### src/rpd_pkg.sv
// Shared types, constants and helpers for the debug packet deframer.
`timescale 1ns / 1ps

package rpd_pkg;

    // Line buffer size; one entry is kept for a terminator
    localparam int LINE_BUF_SIZE = 4096;
    localparam int CNT_W         = $clog2(LINE_BUF_SIZE);
    localparam int LEN_W         = 12;

    typedef logic [CNT_W-1:0] count_t;

    localparam count_t CNT_MAX = CNT_W'(LINE_BUF_SIZE - 1);

    // Framing and ack characters
    localparam logic [7:0] CH_DOLLAR = 8'h24;
    localparam logic [7:0] CH_HASH   = 8'h23;
    localparam logic [7:0] CH_PLUS   = 8'h2b;
    localparam logic [7:0] CH_MINUS  = 8'h2d;
    localparam logic [7:0] CH_NONE   = 8'h00;

    typedef enum logic [1:0] {
        PH_IDLE    = 2'd0,
        PH_PAYLOAD = 2'd1,
        PH_CSUM_HI = 2'd2,
        PH_CSUM_LO = 2'd3
    } phase_t;

    typedef enum logic [1:0] {
        RT_DATA  = 2'd0,
        RT_GOOD  = 2'd1,
        RT_BAD   = 2'd2,
        RT_ABORT = 2'd3
    } rtype_t;

    // Word held in the input register
    typedef struct packed {
        logic       valid;
        logic [7:0] data;
    } in_word_t;

    // One result word
    typedef struct packed {
        rtype_t           rtype;
        logic [7:0]       data;
        logic [LEN_W-1:0] length;
        logic [7:0]       csum;
    } result_t;

    // Decode one hex digit; anything else counts as zero
    function automatic logic [3:0] hex_value(input logic [7:0] c);
        logic [3:0] v;
        v = 4'd0;
        if (c >= 8'h30 && c <= 8'h39)
        begin
            v = c[3:0];
        end
        else if ((c >= 8'h41 && c <= 8'h46) || (c >= 8'h61 && c <= 8'h66))
        begin
            v = c[3:0] + 4'd9;
        end
        return v;
    endfunction

endpackage

### src/rpd_in_stage.sv
// Input register that holds one received word until the parser takes it.
`timescale 1ns / 1ps

module rpd_in_stage (
    input  logic             clk,
    input  logic             rst_n,
    input  logic             in_valid,
    output logic             in_stall,
    input  logic [7:0]       rx_byte,
    input  logic             take,
    output rpd_pkg::in_word_t word
);

    logic       valid_reg;
    logic       valid_next;
    logic [7:0] data_reg;
    logic       load;

    // Accept while empty or while the held word leaves this cycle
    assign in_stall = valid_reg && !take;
    assign load     = in_valid && !in_stall;

    always_comb
    begin
        valid_next = valid_reg;
        if (load)
        begin
            valid_next = 1'b1;
        end
        else if (take)
        begin
            valid_next = 1'b0;
        end
    end

    always_ff @(posedge clk or negedge rst_n)
    begin
        if (!rst_n)
        begin
            valid_reg <= 1'b0;
        end
        else
        begin
            valid_reg <= valid_next;
        end
    end

    // Capture the byte
    always_ff @(posedge clk)
    begin
        if (load)
        begin
            data_reg <= rx_byte;
        end
    end

    assign word.valid = valid_reg;
    assign word.data  = data_reg;

endmodule

### src/rpd_parser.sv
// Framing state machine: payload pass-through, running sum, count and verdict.
`timescale 1ns / 1ps

module rpd_parser (
    input  logic              clk,
    input  logic              rst_n,
    input  rpd_pkg::in_word_t word,
    input  logic              out_ready,
    output logic              take,
    output logic              res_fire,
    output rpd_pkg::result_t  res
);

    rpd_pkg::phase_t phase_reg;
    rpd_pkg::phase_t phase_next;
    logic [7:0]      sum_reg;
    logic [7:0]      sum_next;
    rpd_pkg::count_t count_reg;
    rpd_pkg::count_t count_next;
    rpd_pkg::count_t count_inc;
    logic [3:0]      hi_reg;
    logic [3:0]      hi_next;
    logic [3:0]      digit;
    logic [7:0]      rx_csum;
    logic [7:0]      c;

    // Process the held word when the result register can take a result
    assign take      = word.valid && out_ready;
    assign c         = word.data;
    assign digit     = rpd_pkg::hex_value(c);
    assign rx_csum   = {hi_reg, digit};
    assign count_inc = count_reg + rpd_pkg::count_t'(1);

    // Next state and result
    always_comb
    begin
        phase_next = phase_reg;
        sum_next   = sum_reg;
        count_next = count_reg;
        hi_next    = hi_reg;
        res_fire   = 1'b0;
        res.rtype  = rpd_pkg::RT_DATA;
        res.data   = c;
        res.length = rpd_pkg::LEN_W'(count_inc);
        res.csum   = 8'd0;
        if (take)
        begin
            case (phase_reg)
                rpd_pkg::PH_IDLE:
                begin
                    if (c == rpd_pkg::CH_DOLLAR)
                    begin
                        sum_next   = 8'd0;
                        count_next = '0;
                        phase_next = rpd_pkg::PH_PAYLOAD;
                    end
                end
                rpd_pkg::PH_PAYLOAD:
                begin
                    if (c == rpd_pkg::CH_HASH)
                    begin
                        phase_next = rpd_pkg::PH_CSUM_HI;
                    end
                    else if (count_reg >= rpd_pkg::CNT_MAX)
                    begin
                        // Drop the byte and abort the packet
                        phase_next = rpd_pkg::PH_IDLE;
                        res_fire   = 1'b1;
                        res.rtype  = rpd_pkg::RT_ABORT;
                        res.data   = rpd_pkg::CH_NONE;
                        res.length = rpd_pkg::LEN_W'(count_reg);
                    end
                    else
                    begin
                        count_next = count_inc;
                        sum_next   = sum_reg + c;
                        res_fire   = 1'b1;
                    end
                end
                rpd_pkg::PH_CSUM_HI:
                begin
                    hi_next    = digit;
                    phase_next = rpd_pkg::PH_CSUM_LO;
                end
                rpd_pkg::PH_CSUM_LO:
                begin
                    phase_next = rpd_pkg::PH_IDLE;
                    res_fire   = 1'b1;
                    res.length = rpd_pkg::LEN_W'(count_reg);
                    res.csum   = rx_csum;
                    if (rx_csum == sum_reg)
                    begin
                        res.rtype = rpd_pkg::RT_GOOD;
                        res.data  = rpd_pkg::CH_PLUS;
                    end
                    else
                    begin
                        res.rtype = rpd_pkg::RT_BAD;
                        res.data  = rpd_pkg::CH_MINUS;
                    end
                end
                default:
                begin
                    phase_next = rpd_pkg::PH_IDLE;
                end
            endcase
        end
    end

    always_ff @(posedge clk or negedge rst_n)
    begin
        if (!rst_n)
        begin
            phase_reg <= rpd_pkg::PH_IDLE;
            sum_reg   <= 8'd0;
            count_reg <= '0;
            hi_reg    <= 4'd0;
        end
        else
        begin
            phase_reg <= phase_next;
            sum_reg   <= sum_next;
            count_reg <= count_next;
            hi_reg    <= hi_next;
        end
    end

    // Second checksum digit always closes the packet
    a_verdict_to_idle: assert property (@(posedge clk) disable iff (!rst_n)
        (take && phase_reg == rpd_pkg::PH_CSUM_LO) |=> phase_reg == rpd_pkg::PH_IDLE)
        else $error("verdict did not return to idle");

    // Count never runs past the buffer limit
    a_count_bound: assert property (@(posedge clk) disable iff (!rst_n)
        count_reg <= rpd_pkg::CNT_MAX)
        else $error("byte count beyond buffer limit");

    // Results come only from payload or second checksum digit
    a_result_phase: assert property (@(posedge clk) disable iff (!rst_n)
        res_fire |-> (phase_reg == rpd_pkg::PH_PAYLOAD || phase_reg == rpd_pkg::PH_CSUM_LO))
        else $error("result from a silent phase");

    // A dollar while idle starts a packet with an empty sum
    a_new_packet: assert property (@(posedge clk) disable iff (!rst_n)
        (take && phase_reg == rpd_pkg::PH_IDLE && c == rpd_pkg::CH_DOLLAR)
        |=> (sum_reg == 8'd0 && count_reg == '0))
        else $error("new packet did not clear sum and count");

endmodule

### src/rpd_out_stage.sv
// Result register that holds one result word until the sink takes it.
`timescale 1ns / 1ps

module rpd_out_stage (
    input  logic             clk,
    input  logic             rst_n,
    input  logic             res_fire,
    input  rpd_pkg::result_t res,
    output logic             out_ready,
    output logic             out_valid,
    input  logic             out_stall,
    output rpd_pkg::result_t res_out
);

    logic             valid_reg;
    logic             valid_next;
    rpd_pkg::result_t res_reg;

    // Room when empty or when the held word is taken this cycle
    assign out_ready = !valid_reg || !out_stall;

    always_comb
    begin
        valid_next = valid_reg;
        if (res_fire)
        begin
            valid_next = 1'b1;
        end
        else if (!out_stall)
        begin
            valid_next = 1'b0;
        end
    end

    always_ff @(posedge clk or negedge rst_n)
    begin
        if (!rst_n)
        begin
            valid_reg <= 1'b0;
        end
        else
        begin
            valid_reg <= valid_next;
        end
    end

    // Hold the result
    always_ff @(posedge clk)
    begin
        if (res_fire)
        begin
            res_reg <= res;
        end
    end

    assign out_valid = valid_reg;
    assign res_out   = res_reg;

endmodule

### src/remote_debug_packet_deframer.sv
// Data path: input register, combinational parser, result register driving out_valid.
// Throughput: one byte per cycle while out_stall is low, set by the framing state update.
// Input and result registers each hold at most one word; a stalled result stalls input.
// Reset (rst_n low, asynchronous) empties both registers and returns to idle
// with sum, count and checksum nibble cleared.
`timescale 1ns / 1ps

module remote_debug_packet_deframer (
    input  logic        clk,
    input  logic        rst_n,
    input  logic        in_valid,
    output logic        in_stall,
    input  logic [7:0]  rx_byte,
    output logic        out_valid,
    input  logic        out_stall,
    output logic [1:0]  result_type,
    output logic [7:0]  out_byte,
    output logic [11:0] payload_length,
    output logic [7:0]  received_checksum
);

    rpd_pkg::in_word_t word;
    rpd_pkg::result_t  res;
    rpd_pkg::result_t  res_out;
    logic              take;
    logic              res_fire;
    logic              out_ready;

    rpd_in_stage u_in (
        .clk      (clk),
        .rst_n    (rst_n),
        .in_valid (in_valid),
        .in_stall (in_stall),
        .rx_byte  (rx_byte),
        .take     (take),
        .word     (word)
    );

    rpd_parser u_parser (
        .clk       (clk),
        .rst_n     (rst_n),
        .word      (word),
        .out_ready (out_ready),
        .take      (take),
        .res_fire  (res_fire),
        .res       (res)
    );

    rpd_out_stage u_out (
        .clk       (clk),
        .rst_n     (rst_n),
        .res_fire  (res_fire),
        .res       (res),
        .out_ready (out_ready),
        .out_valid (out_valid),
        .out_stall (out_stall),
        .res_out   (res_out)
    );

    assign result_type       = res_out.rtype;
    assign out_byte          = res_out.data;
    assign payload_length    = res_out.length;
    assign received_checksum = res_out.csum;

endmodule

### config.mk
export PLATFORM = sky130hd
export DESIGN_NAME = remote_debug_packet_deframer
export DESIGN_NICKNAME = d
export VERILOG_FILES = /design/src/rpd_pkg.sv /design/src/rpd_in_stage.sv /design/src/rpd_parser.sv /design/src/rpd_out_stage.sv /design/src/remote_debug_packet_deframer.sv
export SDC_FILE = /design/constraint.sdc
export NUM_CORES = 1
export LEC_CHECK = 0
export BUFFER_PORTS_ARGS = -buffer_cell sky130_fd_sc_hd__buf_2
export CORE_ASPECT_RATIO = 2
export CORE_MARGIN = 5
export CORE_UTILIZATION = 45
export CTS_BUF_LIST = sky130_fd_sc_hd__clkbuf_16
export DETAILED_ROUTE_END_ITERATION = 8
export PLACE_DENSITY = 0.67
export SKIP_LAST_GASP = 1
export SYNTH_ARGS = -nofsm -noshare
export SYNTH_HDL_FRONTEND = slang
export SYNTH_SLANG_ARGS = --single-unit
### constraint.sdc
create_clock -name clk -period 2.9 [get_ports clk]
set_input_delay 0.58 -clock clk [delete_from_list [all_inputs] [get_ports clk]]
set_output_delay 0.58 -clock clk [all_outputs]
set_load 0.05 [all_outputs]
==> results.yml <==
sta:
  grt_setup_unrepaired: "no"
  finalClockSkew_ns: 0.00681
  slew-limit-headroom_pct: 54.1
  hold_violations: 0
  drv_slew: 0
  post-route-min-period_ns: 2.65
  period_share_pct: 91.4
  fmaxAchievable_ghz: 0.377
  setup_viol_count_final: 0
  holdWs_ns: 0.288
  worstMarginPinSlew_ns: 0.689
  tns_ns: 0
logic_synthesis:
  synth_cells: 336
  synth-edff-count: 38
  synthFlopType: "edfxtp_1"
  syn_area_per_cell_um2: 10.4
  synthArstFlopShare_pct: 42.4
  synth_area_leaders: "edfxtp_1, dfrtp_1, o21ai_0"
  yosys.area.top_type_share_pct: 32.5
  ys_ff_latch: 66
  yosys_warnings: 0
  netlist_area_um2: 3510
  syn_nets: 361
  synth_area_leader_cell: "edfxtp_1"
  synth.distinct_cells: 53
  yosysSeqAreaShare_pct: 52.5
detailed_routing:
  routed_wirelength_um: 8880
  antenna_left: 0
  drt_iter0_drc: 226
  viasPerCell: 5.79
  wl_per_cell_um: 18.2
  drc: 0
  vias: 2833
  firstDrtPassIters: 4
cts:
  cts_buffers: 9
  cts_tree: "yes"
  clk_latency_ns: 0.33
  cts_hold_buffers: 0
  root_buffer: "clkbuf_16"
  cts_sinks: 66
  clock_path_buffers: 2
  clkTransAtPathRegs_ns: 0.05
  htreeDepth: 3
run:
  maxCapViolations: 0
final_layout:
  num-fill-cells: 684
  fin_cells: 489
  largest_reg_flops: 30
  finalNetCount: 415
  antenna_cells: 0
  drive_gt1_share_pct: 20.5
  area.growth.synth_to_final_pct: 20.5
  postLayoutCoreUtil_pct: 55.7
worst_setup_path:
  crit_path_cell_trace: "or3_4, a211o_1, or2_1, o21a_1, or3b_1, a32oi_2, o21ai_1"
  crit_fanout: 6
  slowest_delay_ns: 0.45
  critPathLaunchType: "flip-flop"
  end_kind: "flip-flop"
  cp_slowest_cell: "edfxtp_1"
  criticalPathCategory: "reg2reg"
  arrival_ns: 2.71
  required_ns: 2.96
power_and_ir_drop:
  leakage_nw: 1.79
  vdd_drop_max_uv: 372
  p_total_mw: 3.52
  power.density_nw_per_um2: 833
grt:
  grt_first_pass_wirelength_um: 14200
  grt_use_total_pct: 19.7
  first_global_vias: 2909
  grt_overflow_total: 0
  antenna_found_initial: 0
  grt_max_degree: 32
place:
  port_buffers: 43
  dpl.hpwl_um: 6840
  place_inst: 471
  place_congestion: 0.952
floorplanning:
  pin_count: 44
  die_w_um: 72.5
  rows: 45
  die_h_um: 135
  die_area_um2: 9780
  floorplan.initialDensity_pct: 46.2
  core_area_um2: 7600
worst_hold_path:
  hold_path.class: "in2async"
outcome:
  status: "complete, no violations"
==> logic make-up after synthesis <==
group | count (synthesis) | share of synthesized area, %
compound gates | 101 | 19.0
xor+xnor | 12 | 2.99
simple gates | 122 | 17.7
mux | 2 | 0.606
buf+inv | 20 | 2.39
flops | 66 | 52.5
fa+ha+maj | 13 | 4.85
==> cell usage after synthesis, types with 4 or more instances <==
master and count:
edfxtp_1 38, nand2_1 35, o21bai_1 4, or3_1 6, nand2b_1 4, ha_1 12, o31ai_1 13, and2_1 9
clkbuf_1 11, inv_1 7, xnor2_1 10, a21o_1 8, o21a_1 4, a21oi_1 14, a22o_1 4, nor2_1 21
nand3_1 16, dfrtp_1 28, and3_1 10, o21ai_0 36
==> layout by cell type, fill, tap and decap left out, drive strengths merged, types with 7 or more instances in the layout <==
cell    instances
a21o            8
a21oi          14
and2            9
and3           10
buf            56
clkbuf          9
dfrtp          28
edfxtp         38
ha             12
inv             7
nand2          35
nand3          16
nor2           22
o21ai          38
o31ai          13
or3             7
xnor2          10
==> worst paths after layout <==
| check | startpoint | to | slack [ns] | depth (start not counted) |
|---|---|---|---|---|
| setup / recovery | u_in.data_reg[7] | u_out.res_out[29] | 0.25 | 7 |
| hold / removal | rst_n | u_parser.count_reg[3] | 0.29 | 1 |
| setup reg to reg | u_in.data_reg[7] | u_out.res_out[29] | 0.25 | 7 |
| hold reg to reg | u_out.out_valid | u_out.out_valid | 0.53 | 1 |
| max in group asynchronous | rst_n | u_parser.sum_reg[1] | 2.16 | 1 |
| min in group clk | rx_byte[1] | u_in.data_reg[1] | 0.42 | 1 |
==> power by group <==
group | switching (mW) | leakage, nW | internal, mW
clock network | 0.379 | 0.164 | 0.829
logic | 0.607 | 0.888 | 0.370
registers | 0.171 | 0.738 | 1.17
total | 1.16 | 1.79 | 2.37
==> worst max-delay path: cells and delay by family (launching register included) <==
| family | cells | cell delay (ns) |
|---|---|---|
| AO/OA/AOI/OAI | 4 | 0.89 |
| flip-flops | 1 | 0.45 |
| AND/OR/NAND/NOR | 3 | 1.04 |
==> stage by stage <==
step / worst slack (ns) / cell area (um^2)
2_1_floorplan: 0.408 / 3510
3_3_place_gp: 0.278 / 3880
3_5_place_dp: 0.201 / 3880
4_1_cts: 0.183 / 4210
5_1_grt: 0.0786 / 4230
6_report: 0.249 / 4230
==> timing repair <==
| item | CTS | global route |
|---|---|---|
| buffers inserted | 0 | 2 |
| resized for setup | 0 | 1 |
| setup endpoints to repair | 0 | 2 |
==> per-layer routing <==
layer / GRT usage (%) / vias up / wire length [um]
li1: - / 1352 / -
met1: 18.1 / 1363 / 2930
met2: 36.4 / 85 / 5050
met3: 4.69 / 33 / 341
met4: 13.3 / 0 / 560
met5: 0 / - / 0
==> area by class of cell <==
cell class	count	area (um^2)	area share [%]
multi-input combinational	250	1590	37.5
tap	94	118	2.78
inverter	7	26.3	0.621
clock buffer	9	225	5.32
clock inverter	7	108	2.54
timing repair buffer	56	325	7.69
sequential	66	1840	43.5
(Power assumes the default switching activity.)
